<file path="src/design/i2cmbe_pkg.sv">
// Shared types and constants for the I2C master bit engine.
// Used by the front, queue, back and top level modules; depends on nothing.
package i2cmbe_pkg;

  localparam int unsigned PHASE_W = 4;
  localparam int unsigned BIT_W = 3;
  localparam logic [7:0] HALF_PERIOD_RESET = 8'd10;
  localparam logic [BIT_W-1:0] LAST_BIT = 3'd7;

  typedef enum logic [2:0] {
    OP_IDLE  = 3'd0,
    OP_START = 3'd1,
    OP_STOP  = 3'd2,
    OP_WRITE = 3'd3,
    OP_READ  = 3'd4,
    OP_WAIT  = 3'd5,
    OP_ACK   = 3'd6,
    OP_NACK  = 3'd7
  } op_t;

  typedef struct packed {
    logic               is_tick;
    op_t                op;
    logic [PHASE_W-1:0] first_phase;
    logic               load_shift;
    logic [7:0]         shift_init;
    logic               load_choice;
    logic               choice_init;
    logic               sda_in;
  } entry_t;

  typedef struct packed {
    logic       scl_out;
    logic       sda_out;
    logic       busy_res;
    logic       done_res;
    logic [7:0] read_data;
    logic       ack_received;
    logic       rejected;
  } result_t;

endpackage

</file>
<file path="src/design/i2cmbe_front.sv">
// Front stage: accepts requests and classifies them into queue entries.
// Depends on i2cmbe_pkg.
module i2cmbe_front (
  input  logic                clk,
  input  logic                rst_n,
  input  logic                in_valid,
  output logic                in_stall,
  input  logic [2:0]          in_req_type,
  input  logic [7:0]          in_write_data,
  input  logic                in_ack_after_read,
  input  logic                in_sda_in,
  output logic                push,
  output i2cmbe_pkg::entry_t  push_entry,
  input  logic                queue_full
);

  logic               valid_r;
  logic               valid_nxt;
  i2cmbe_pkg::entry_t entry_r;
  i2cmbe_pkg::entry_t entry_nxt;
  logic               accept;

  assign in_stall = valid_r && queue_full;
  assign push = valid_r && !queue_full;
  assign accept = in_valid && !in_stall;
  assign push_entry = entry_r;

  always_comb begin
    i2cmbe_pkg::op_t op;
    op = i2cmbe_pkg::op_t'(in_req_type);
    entry_nxt.op = op;
    entry_nxt.is_tick = (op == i2cmbe_pkg::OP_IDLE);
    entry_nxt.sda_in = in_sda_in;
    entry_nxt.first_phase = (op == i2cmbe_pkg::OP_ACK || op == i2cmbe_pkg::OP_NACK) ?
                            i2cmbe_pkg::PHASE_W'(3) : '0;
    entry_nxt.load_shift = (op == i2cmbe_pkg::OP_WRITE || op == i2cmbe_pkg::OP_READ);
    entry_nxt.shift_init = (op == i2cmbe_pkg::OP_WRITE) ? in_write_data : 8'd0;
    entry_nxt.load_choice = (op == i2cmbe_pkg::OP_READ || op == i2cmbe_pkg::OP_ACK ||
                             op == i2cmbe_pkg::OP_NACK);
    entry_nxt.choice_init = (op == i2cmbe_pkg::OP_READ) ? in_ack_after_read :
                            (op == i2cmbe_pkg::OP_ACK);
  end

  always_comb begin
    valid_nxt = valid_r;
    if (accept) begin
      valid_nxt = 1'b1;
    end else if (push) begin
      valid_nxt = 1'b0;
    end
  end

  always_ff @(posedge clk) begin
    if (!rst_n) begin
      valid_r <= 1'b0;
    end else begin
      valid_r <= valid_nxt;
    end
  end

  always_ff @(posedge clk) begin
    if (accept) begin
      entry_r <= entry_nxt;
    end
  end

endmodule

</file>
<file path="src/design/i2cmbe_fifo.sv">
// Short queue of classified entries between the front and back stages.
// Depends on i2cmbe_pkg.
module i2cmbe_fifo #(
  parameter int unsigned DEPTH = 2
) (
  input  logic               clk,
  input  logic               rst_n,
  input  logic               push,
  input  i2cmbe_pkg::entry_t push_entry,
  output logic               full,
  input  logic               pop,
  output logic               not_empty,
  output i2cmbe_pkg::entry_t pop_entry
);

  localparam int unsigned PTR_W = (DEPTH > 1) ? $clog2(DEPTH) : 1;
  localparam int unsigned CNT_W = $clog2(DEPTH + 1);
  localparam logic [PTR_W-1:0] PTR_LAST = PTR_W'(DEPTH - 1);

  i2cmbe_pkg::entry_t slots [DEPTH];
  logic [PTR_W-1:0] wr_ptr_r, wr_ptr_nxt;
  logic [PTR_W-1:0] rd_ptr_r, rd_ptr_nxt;
  logic [CNT_W-1:0] count_r, count_nxt;

  assign full = (count_r == CNT_W'(DEPTH));
  assign not_empty = (count_r != '0);
  assign pop_entry = slots[rd_ptr_r];

  always_comb begin
    wr_ptr_nxt = wr_ptr_r;
    rd_ptr_nxt = rd_ptr_r;
    count_nxt = count_r;
    if (push) begin
      wr_ptr_nxt = (wr_ptr_r == PTR_LAST) ? '0 : wr_ptr_r + 1'b1;
    end
    if (pop) begin
      rd_ptr_nxt = (rd_ptr_r == PTR_LAST) ? '0 : rd_ptr_r + 1'b1;
    end
    if (push && !pop) begin
      count_nxt = count_r + 1'b1;
    end else if (pop && !push) begin
      count_nxt = count_r - 1'b1;
    end
  end

  always_ff @(posedge clk) begin
    if (!rst_n) begin
      wr_ptr_r <= '0;
      rd_ptr_r <= '0;
      count_r <= '0;
    end else begin
      wr_ptr_r <= wr_ptr_nxt;
      rd_ptr_r <= rd_ptr_nxt;
      count_r <= count_nxt;
    end
  end

  always_ff @(posedge clk) begin
    if (push) begin
      slots[wr_ptr_r] <= push_entry;
    end
  end

endmodule

</file>
<file path="src/design/i2cmbe_back.sv">
// Back stage: bus phase sequencer, half period register and result register.
// Depends on i2cmbe_pkg.
module i2cmbe_back (
  input  logic               clk,
  input  logic               rst_n,
  input  logic               cfg_write,
  input  logic [7:0]         cfg_data,
  input  logic               entry_valid,
  input  i2cmbe_pkg::entry_t entry,
  output logic               pop,
  output logic               out_valid,
  input  logic               out_stall,
  output i2cmbe_pkg::result_t result
);

  localparam logic [i2cmbe_pkg::PHASE_W-1:0] PH0 = i2cmbe_pkg::PHASE_W'(0);
  localparam logic [i2cmbe_pkg::PHASE_W-1:0] PH1 = i2cmbe_pkg::PHASE_W'(1);
  localparam logic [i2cmbe_pkg::PHASE_W-1:0] PH2 = i2cmbe_pkg::PHASE_W'(2);
  localparam logic [i2cmbe_pkg::PHASE_W-1:0] PH3 = i2cmbe_pkg::PHASE_W'(3);
  localparam logic [i2cmbe_pkg::PHASE_W-1:0] PH4 = i2cmbe_pkg::PHASE_W'(4);
  localparam logic [i2cmbe_pkg::PHASE_W-1:0] PH5 = i2cmbe_pkg::PHASE_W'(5);

  logic [7:0]                     half_period_r;
  i2cmbe_pkg::op_t                op_r, op_nxt;
  logic [i2cmbe_pkg::PHASE_W-1:0] phase_r, phase_nxt;
  logic [i2cmbe_pkg::BIT_W-1:0]   bit_r, bit_nxt;
  logic [7:0]                     shift_r, shift_nxt;
  logic [7:0]                     delay_r, delay_nxt;
  logic                           scl_r, scl_nxt;
  logic                           sda_r, sda_nxt;
  logic                           ack_r, ack_nxt;
  logic                           choice_r, choice_nxt;
  logic [7:0]                     last_read_r, last_read_nxt;
  logic                           done_nxt;
  logic                           rej_nxt;
  logic                           out_valid_r, out_valid_nxt;
  i2cmbe_pkg::result_t            result_r, result_nxt;

  assign pop = entry_valid && (!out_valid_r || !out_stall);
  assign out_valid = out_valid_r;
  assign result = result_r;

  always_comb begin
    logic                           run;
    logic                           fin;
    logic [i2cmbe_pkg::PHASE_W-1:0] p;
    logic [7:0]                     dly;
    run = 1'b0;
    fin = 1'b0;
    p = phase_r + 1'b1;
    dly = '0;
    op_nxt = op_r;
    phase_nxt = phase_r;
    bit_nxt = bit_r;
    shift_nxt = shift_r;
    delay_nxt = delay_r;
    scl_nxt = scl_r;
    sda_nxt = sda_r;
    ack_nxt = ack_r;
    choice_nxt = choice_r;
    last_read_nxt = last_read_r;
    done_nxt = 1'b0;
    rej_nxt = 1'b0;

    if (entry.is_tick) begin
      if (op_r != i2cmbe_pkg::OP_IDLE) begin
        dly = (delay_r != 8'd0) ? delay_r - 8'd1 : 8'd0;
        delay_nxt = dly;
        run = (dly == 8'd0);
      end
    end else if (op_r != i2cmbe_pkg::OP_IDLE) begin
      rej_nxt = 1'b1;
    end else begin
      op_nxt = entry.op;
      bit_nxt = '0;
      if (entry.load_shift) begin
        shift_nxt = entry.shift_init;
      end
      if (entry.load_choice) begin
        choice_nxt = entry.choice_init;
      end
      p = entry.first_phase;
      run = 1'b1;
    end

    if (run) begin
      phase_nxt = p;
      case (op_nxt)
        i2cmbe_pkg::OP_START: begin
          case (p)
            PH0: begin
              sda_nxt = 1'b1;
              scl_nxt = 1'b1;
            end
            PH1: sda_nxt = 1'b0;
            PH2: scl_nxt = 1'b0;
            default: fin = 1'b1;
          endcase
        end
        i2cmbe_pkg::OP_STOP: begin
          if (p == PH0) begin
            sda_nxt = 1'b0;
            scl_nxt = 1'b1;
          end else begin
            sda_nxt = 1'b1;
            fin = 1'b1;
          end
        end
        i2cmbe_pkg::OP_WRITE: begin
          case (p)
            PH0: sda_nxt = shift_nxt[7];
            PH1: scl_nxt = 1'b1;
            PH2: begin
              scl_nxt = 1'b0;
              if (bit_nxt == i2cmbe_pkg::LAST_BIT) begin
                sda_nxt = 1'b1;
              end
              shift_nxt = {shift_nxt[6:0], 1'b0};
            end
            default: begin
              if (bit_nxt == i2cmbe_pkg::LAST_BIT) begin
                fin = 1'b1;
              end else begin
                bit_nxt = bit_nxt + 1'b1;
                phase_nxt = PH0;
                sda_nxt = shift_nxt[7];
              end
            end
          endcase
        end
        i2cmbe_pkg::OP_WAIT: begin
          case (p)
            PH0: sda_nxt = 1'b1;
            PH1: scl_nxt = 1'b1;
            PH2: begin
              ack_nxt = entry.sda_in;
              scl_nxt = 1'b0;
            end
            default: fin = 1'b1;
          endcase
        end
        i2cmbe_pkg::OP_READ, i2cmbe_pkg::OP_ACK, i2cmbe_pkg::OP_NACK: begin
          case (p)
            PH0: scl_nxt = 1'b1;
            PH1: begin
              shift_nxt = {shift_nxt[6:0], entry.sda_in};
              scl_nxt = 1'b0;
            end
            PH2: begin
              if (bit_nxt != i2cmbe_pkg::LAST_BIT) begin
                bit_nxt = bit_nxt + 1'b1;
                phase_nxt = PH0;
                scl_nxt = 1'b1;
              end else begin
                phase_nxt = PH3;
                sda_nxt = !choice_nxt;
              end
            end
            PH3: sda_nxt = !choice_nxt;
            PH4: scl_nxt = 1'b1;
            PH5: scl_nxt = 1'b0;
            default: begin
              sda_nxt = 1'b1;
              if (op_nxt == i2cmbe_pkg::OP_READ) begin
                last_read_nxt = shift_nxt;
              end
              fin = 1'b1;
            end
          endcase
        end
        default: fin = 1'b1;
      endcase

      if (fin) begin
        op_nxt = i2cmbe_pkg::OP_IDLE;
        phase_nxt = PH0;
        delay_nxt = 8'd0;
        done_nxt = entry.is_tick;
      end else begin
        delay_nxt = (half_period_r == 8'd0) ? 8'd1 : half_period_r;
      end
    end
  end

  always_comb begin
    result_nxt.scl_out = scl_nxt;
    result_nxt.sda_out = sda_nxt;
    result_nxt.busy_res = (op_nxt != i2cmbe_pkg::OP_IDLE);
    result_nxt.done_res = done_nxt;
    result_nxt.read_data = last_read_nxt;
    result_nxt.ack_received = ack_nxt;
    result_nxt.rejected = rej_nxt;
  end

  always_comb begin
    out_valid_nxt = out_valid_r;
    if (pop) begin
      out_valid_nxt = 1'b1;
    end else if (!out_stall) begin
      out_valid_nxt = 1'b0;
    end
  end

  always_ff @(posedge clk) begin
    if (!rst_n) begin
      half_period_r <= i2cmbe_pkg::HALF_PERIOD_RESET;
    end else if (cfg_write) begin
      half_period_r <= cfg_data;
    end
  end

  always_ff @(posedge clk) begin
    if (!rst_n) begin
      op_r <= i2cmbe_pkg::OP_IDLE;
      phase_r <= '0;
      bit_r <= '0;
      shift_r <= '0;
      delay_r <= '0;
      scl_r <= 1'b1;
      sda_r <= 1'b1;
      ack_r <= 1'b0;
      choice_r <= 1'b0;
      last_read_r <= '0;
      out_valid_r <= 1'b0;
    end else begin
      out_valid_r <= out_valid_nxt;
      if (pop) begin
        op_r <= op_nxt;
        phase_r <= phase_nxt;
        bit_r <= bit_nxt;
        shift_r <= shift_nxt;
        delay_r <= delay_nxt;
        scl_r <= scl_nxt;
        sda_r <= sda_nxt;
        ack_r <= ack_nxt;
        choice_r <= choice_nxt;
        last_read_r <= last_read_nxt;
      end
    end
  end

  always_ff @(posedge clk) begin
    if (pop) begin
      result_r <= result_nxt;
    end
  end

endmodule

</file>
<file path="src/design/i2c_master_bit_engine_core.sv">
// Top level of the I2C master bit engine: front stage, queue and back stage.
// Depends on i2cmbe_pkg, i2cmbe_front, i2cmbe_fifo and i2cmbe_back.
//
//   Channel   Handshake            Payload
//   in_       in_valid / in_stall  req_type, write_data, ack_after_read, sda_in
//   out_      out_valid / out_stall scl_out, sda_out, busy_res, done_res,
//                                  read_data, ack_received, rejected
//   cfg_      cfg_valid / cfg_ready half_period write data
//
// One request per cycle is sustained while out_stall stays low; every request, tick or
// command, yields one result. A request is registered in the front register, then in a
// queue slot, and the phase step then loads its result into the result register, from
// which the result is offered.
// Reset restores half_period to 10, idles the sequencer and releases SCL and SDA.
// in_stall rises only when the front register and the queue are both full.
module i2c_master_bit_engine_core #(
  parameter int unsigned QUEUE_DEPTH = 2
) (
  input  logic       clk,
  input  logic       rst_n,
  input  logic       in_valid,
  output logic       in_stall,
  input  logic [2:0] in_req_type,
  input  logic [7:0] in_write_data,
  input  logic       in_ack_after_read,
  input  logic       in_sda_in,
  output logic       out_valid,
  input  logic       out_stall,
  output logic       out_scl_out,
  output logic       out_sda_out,
  output logic       out_busy_res,
  output logic       out_done_res,
  output logic [7:0] out_read_data,
  output logic       out_ack_received,
  output logic       out_rejected,
  input  logic       cfg_valid,
  output logic       cfg_ready,
  input  logic [7:0] cfg_data
);

  logic                push;
  i2cmbe_pkg::entry_t  push_entry;
  logic                queue_full;
  logic                pop;
  logic                queue_not_empty;
  i2cmbe_pkg::entry_t  pop_entry;
  i2cmbe_pkg::result_t result;

  assign cfg_ready = 1'b1;

  i2cmbe_front u_front (
    .clk               (clk),
    .rst_n             (rst_n),
    .in_valid          (in_valid),
    .in_stall          (in_stall),
    .in_req_type       (in_req_type),
    .in_write_data     (in_write_data),
    .in_ack_after_read (in_ack_after_read),
    .in_sda_in         (in_sda_in),
    .push              (push),
    .push_entry        (push_entry),
    .queue_full        (queue_full)
  );

  i2cmbe_fifo #(
    .DEPTH (QUEUE_DEPTH)
  ) u_fifo (
    .clk        (clk),
    .rst_n      (rst_n),
    .push       (push),
    .push_entry (push_entry),
    .full       (queue_full),
    .pop        (pop),
    .not_empty  (queue_not_empty),
    .pop_entry  (pop_entry)
  );

  i2cmbe_back u_back (
    .clk         (clk),
    .rst_n       (rst_n),
    .cfg_write   (cfg_valid && cfg_ready),
    .cfg_data    (cfg_data),
    .entry_valid (queue_not_empty),
    .entry       (pop_entry),
    .pop         (pop),
    .out_valid   (out_valid),
    .out_stall   (out_stall),
    .result      (result)
  );

  assign out_scl_out = result.scl_out;
  assign out_sda_out = result.sda_out;
  assign out_busy_res = result.busy_res;
  assign out_done_res = result.done_res;
  assign out_read_data = result.read_data;
  assign out_ack_received = result.ack_received;
  assign out_rejected = result.rejected;

endmodule

</file>
<file path="config.mk">
export PLATFORM = sky130hd
export DESIGN_NAME = i2c_master_bit_engine_core
export DESIGN_NICKNAME = d
export VERILOG_FILES = /design/src/design/i2cmbe_pkg.sv /design/src/design/i2cmbe_front.sv /design/src/design/i2cmbe_fifo.sv /design/src/design/i2cmbe_back.sv /design/src/design/i2c_master_bit_engine_core.sv
export SDC_FILE = /design/constraint.sdc
export NUM_CORES = 1
export LEC_CHECK = 0
export BUFFER_PORTS_ARGS = -buffer_cell sky130_fd_sc_hd__buf_2
export CORE_UTILIZATION = 54
export DETAILED_ROUTE_END_ITERATION = 12
export GPL_TIMING_DRIVEN = 0
export MAX_ROUTING_LAYER = met4
export PLACE_DENSITY = 0.76
export SYNTH_ARGS = -nofsm -noshare
export SYNTH_HDL_FRONTEND = slang
export SYNTH_SLANG_ARGS = --single-unit
</file>
<file path="constraint.sdc">
create_clock -name clk -period 2.7 [get_ports clk]
set_input_delay 0 -clock clk [delete_from_list [all_inputs] [get_ports clk]]
set_output_delay 0 -clock clk [all_outputs]
set_load 0.01 [all_outputs]
</file>
After elaboration in Yosys (flattened, before gate mapping)
Memories as Yosys holds them, arrays and structs flattened. A register that Yosys moved wholly into a read port is not among the register bits. Cells that the tools add are included.

Bits in registers: 86. Memory bits (writable): 40. Input port bits: 26. Output and inout bits: 17. Word-level logic and storage cells: 184. Memories kept: 1.

Memories: u_fifo.slots (depth 2, width 20, read ports 1, clocked after Yosys merged registers in 1, wr ports 1, line i2cmbe_fifo.sv:20) `i2cmbe_pkg::entry_t slots [DEPTH];`.

Add/sub/neg operators: 7. Equal/unequal tests: 20. Mux-type cells: 84. Reductions and logical operators: 41.

Operator list (number): two-way mux 8 bit (16); two-way mux 1 bit (35); two-way mux 3 bit (11); equality test 3 bit (second input constant) (8); two-way mux 4 bit (6); zero test 8 bit (2); one-hot mux 8 bit (2 select lines) (1); nonzero test 2 bit (5); equality test 3 x 2 -> 1 bit (second input constant) (3); one-hot mux 1 bit (3 select lines) (3); equality test 4 x 2 -> 1 bit (second input constant) (2); equality test 4 x 3 -> 1 bit (second input constant) (2); two-way mux 2 bit (4); one-hot mux 1 bit (4 select lines) (2); one-hot mux 4 bit (2 select lines) (1); nonzero test 8 bit (1); OR reduction 2 bit (4); subtractor 8 x 1 -> 8 bit (second input constant) (1); zero test 1 bit (7); logical AND 1 bit (6); one-hot mux 1 bit (2 select lines) (3); one-hot mux 3 bit (2 select lines) (1); nonzero test 3 bit (2); OR reduction 3 bit (2); other kinds (18) (24).

Depth between registers and ports, before layout
Depth in word-level cells: 11. Depth in mapped cells: 14. Gate-level depth less buffers: 11.

Cells and area by module
From an unflattened synthesis, not the netlist that was laid out.

Cells, all modules: 563. Area total of the unflattened synthesis: 6082.1 µm².

By module, submodules not included: i2cmbe_back (instances 1, cells each 433, area an instance 3701.0 µm²); i2cmbe_fifo (instances 1, cells each 84, area an instance 1657.8 µm²); i2cmbe_front (instances 1, cells each 44, area an instance 711.9 µm²); i2c_master_bit_engine_core (instances 1, cells each 2, area an instance 11.3 µm²).

Least setup slack after synthesis
Ideal clock, no wire load.

Path kind: flip-flop to flip-flop. Start point: reg u_back.op_r[0]. End point: reg u_back.result_r, in the netlist u_back.result[12], data pin. Setup time: 0.260 ns. Data arrival time: 2.605 ns. Path slack: -0.164 ns. Stages on the path, launching flop included: 13. Path buffers: 3. Period minus slack after synthesis: 2.864 ns. Cells stage by stage: dfxtp_1 clkbuf_1 nor3_2 nand2_1 clkbuf_1 and2_1 ha_1 and2_1 clkbuf_1 a21o_1 a221o_1 a21oi_1 a21oi_1.

RTL lines: start, declared (line i2cmbe_back.sv:24) `i2cmbe_pkg::op_t op_r, op_nxt;`; start signal, assigned (line i2cmbe_back.sv:214) `op_r <= i2cmbe_pkg::OP_IDLE;`; start signal, assigned (line i2cmbe_back.sv:228) `op_r <= op_nxt;`; end signal, assigned (line i2cmbe_back.sv:244) `result_r <= result_nxt;`; end, declared (line i2cmbe_back.sv:37) `i2cmbe_pkg::result_t result_r, result_nxt;`.

==> summary.md <==
| Metric | Value |
|---|---|
| CTS tree | `yes` |
| Post-synthesis mux area share | `10.29%` |
| Max Cap Viol | `0` |
| Layout area overhead | `28.35%` |
| DRC Markers | `0` |
| Die Area | `0.01093 mm2` |
| Syn avg cell area | `10.80 um2` |
| Vias in the first global route | `4566` |
| Post-synth ARST share | `0%` |
| Die X | `104.6 um` |
| Final setup viols | `0` |
| Share of cells above drive strength 1 | `27.97%` |
| DRT antenna net count | `0` |
| Critical Path AT | `2.90 ns` |
| Seq/Total Area, Yosys | `53.04%` |
| Worst path slowest cell | `a221o_1` |
| Adder-cell share of the synthesized area | `0.8811%` |
| Least-Margin Pin Slew | `0.8370 ns` |
| Peak supply drop | `0.6742 mV` |
| Top cell type's share of synthesized area | `34.36%` |
| Crit Path Category | `reg -> reg` |
| Fin. max-slew vios | `0` |
| Flops & latches, synth | `118` |
| Largest net degree at the start of global routing | `24` |
| TritonRoute pass-1 iters | `5` |
| Mapped Cells | `526` |
| Most frequent cell after synthesis | `edfxtp_1` |
| PD cells | `1152 mW/mm2` |
| Worst Path Max Fanout | `10` |
| XOR/XNOR share of the synthesized area | `1.233%` |
| Max Root-Sink Buffers | `2` |
| Worst slew margin | `44.14%` |
| Hold_ws | `0.03508 ns` |
| Row cnt | `37` |
| Clk sinks | `118` |
| RSZ-0062 raised after global routing | `true` |
| Total CTS buffers | `17` |
| Final wirelength | `14530 um` |
| Outcome | `complete, no violations` |
| Number of flops mapped to enable cells by yosys | `65` |
| Post-synth top flop | `edfxtp_1` |
| Beginning of the worst hold path | `cfg_valid` |
| Wire length on met1 | `5936 um` |
| Clock root cell | `clkbuf_8` |
| Final-report hold violation count | `0` |
| PortBufs | `39` |
| Data required time of the worst path | `2.96 ns` |
| Leak Pwr | `2.835 nW` |
| Post-synth top cells | `edfxtp_1, dfxtp_1, nor2_1` |
| Ranking of synthesized cells by area | `edfxtp_1, dfxtp_1, mux2_2` |
| # diodes | `0` |
| Register area | `0.003024 mm2` |
| Top Ports | `43` |
| Tmin final | `2.640 ns` |
| WP buf/inv | `1` |
| Area leader, netlist | `edfxtp_1` |
| Design area | `0.007291 mm2` |
| Distinct cells, synth | `74` |
| Dpl hpwl | `9092 um` |
| Compound-cell area share of the yosys netlist | `18.15%` |
| Largest family of logic cells by synthesized area | `compound AO/OA/AOI/OAI gates` |
| DR WL/cell | `18.72 um` |
| Metal2 WL | `7300 um` |
| CP Capture Type | `register` |
| Initial antenna violation count | `0` |
| Worst skew pair latency | `0.52 ns` |
| Fill cells | `733` |
| First-pass GRT wire length | `22990 um` |
| Die extent in y | `104.6 um` |
| CP max stage delay | `0.42 ns` |
| Clk_skew | `0.007034 ns` |
| Area taken by multi-input logic gates | `0.002696 mm2` |
| WL met3 | `881 um` |
| CP startpoint kind | `register` |
| Placed cell areas | `0.006067 mm2` |
| NumNets Final | `657` |
| Worst Hold Class | `in -> reg` |
| DRT iter0 DRCs | `395` |
| H-tree depth | `4` |
| Crit share post-route | `97.79%` |
| Fmax | `0.3787 GHz` |
| Simple-gate portion of the synthesized area | `13.26%` |
| Initial Utilization | `55.27%` |
| Syn_nets | `556` |
| Worst-path clk slew | `0.06 ns` |
| Top sig layer | `met4` |
| Overflow left after global routing | `0` |
| Via count | `4687` |
| Vias per cell | `6.040` |
| Syn. warnings | `0` |
| Post-Syn Area | `0.005680 mm2` |
| CORE AREA | `0.01028 mm2` |
| Crit-path cells | `buf_4, mux2_2, a31o_2, o22ai_4, o22ai_1, a221o_1, o21a_1, o32a_1` |
| Gpl congestion | `0.9204` |
| Top Family by Delay on Critical Path | `compound AO/OA/AOI/OAI gates` |
| Total Routing Usage GR | `28.31%` |
-- worst paths after layout --
check	cells after the start	to	slack (ns)
max	8	u_back.result[13]$_DFFE_PP_	0.06
min	3	u_back.half_period_r[0]$_SDFFE_PN0P_	0.04
max reg2reg	8	u_back.result[13]$_DFFE_PP_	0.06
min reg2reg	0	u_fifo.slots[1][1]$_DFFE_PP_	0.44
-- flip-flops by register name (all words and copies together) (netlist names), 2 cells and up, named ones only --
signal	count
u_fifo.count_r	2
u_back.result	14
u_back.phase_r	4
u_back.op_r	3
u_front.push_entry	17
u_back.shift_r	8
u_back.bit_r	3
u_back.delay_r	8
u_back.half_period_r	8
u_fifo.slots	34
u_back.last_read_r	8
-- cells in the final DEF, fill, tap and decap left out, drive strengths merged, types with 15 or more instances in the layout --
cell and count:
a21oi 22, a31oi 15, buf 64, clkbuf 35, dfxtp 53, dlygate4sd3 29
edfxtp 65, inv 21, mux2 27, mux2i 28, nand2 35, nor2 43
o21ai 34
-- routing by layer --
layer  track usage, %  vias to the layer above
li1                 -                     2192
met1            32.88                     2242
met2            45.93                      211
met3            7.236                       42
met4            13.47                        0
met5                -                        -
-- kinds of logic after synthesis --
kind of cell / count (synthesis)
xor+xnor: 8
simple gates: 146
compound gates: 150
flops: 118
fa+ha+maj: 4
other cells: 1
mux: 55
buf+inv: 44
-- what timing repair did --
| item | in CTS | in global routing |
|---|---|---|
| setup buffers | 11 | 6 |
| endpoints found under the setup margin | 48 | 65 |
| hold buffers | 29 | 0 |
| gates cloned | 0 | 0 |
| gates resized for setup | 31 | 50 |
| endpoints found under the hold margin | 29 | 0 |
| pin swaps | 9 | 7 |
-- worst reg2reg max path: stages, from the launching register on --
cell,delay (ns)
dfxtp_4,0.38
buf_4,0.18
mux2_2,0.38
a31o_2,0.31
o22ai_4,0.21
o22ai_1,0.11
a221o_1,0.42
o21a_1,0.21
o32a_1,0.17
-- stage by stage --
stage / instances / worst slack [ns] / power [mW] / utilization [%] / setup TNS [ns]
floorplan: 526 / -0.02431 / 4.714 / - / -0.02431
global placement: 701 / -0.6863 / 5.441 / 59.03 / -18.55
detailed placement: 701 / -0.6810 / 5.511 / 59.03 / -19.16
CTS: 770 / -0.02628 / 8.045 / 69.08 / -0.1369
global route: 776 / -0.03103 / 8.784 / 70.94 / -0.2018
finish: 776 / 0.05957 / 8.400 / 70.94 / 0
-- where the power goes --
group	switching (mW)	internal (mW)
clock	0.877	1.34
combinational	2.04	1.52
sequential	0.273	2.35
total	3.19	5.21
-- final cells by class --
class	instances	area share (%)
buffer	26	1.819
inverter	15	0.8066
timing repair buffer	85	8.581
tap	136	2.334
multi-input combinational	364	36.98
sequential	118	41.48
clock buffer	17	5.680
clock inverter	15	2.317
No activity file was read; power rests on OpenSTA's default activity.
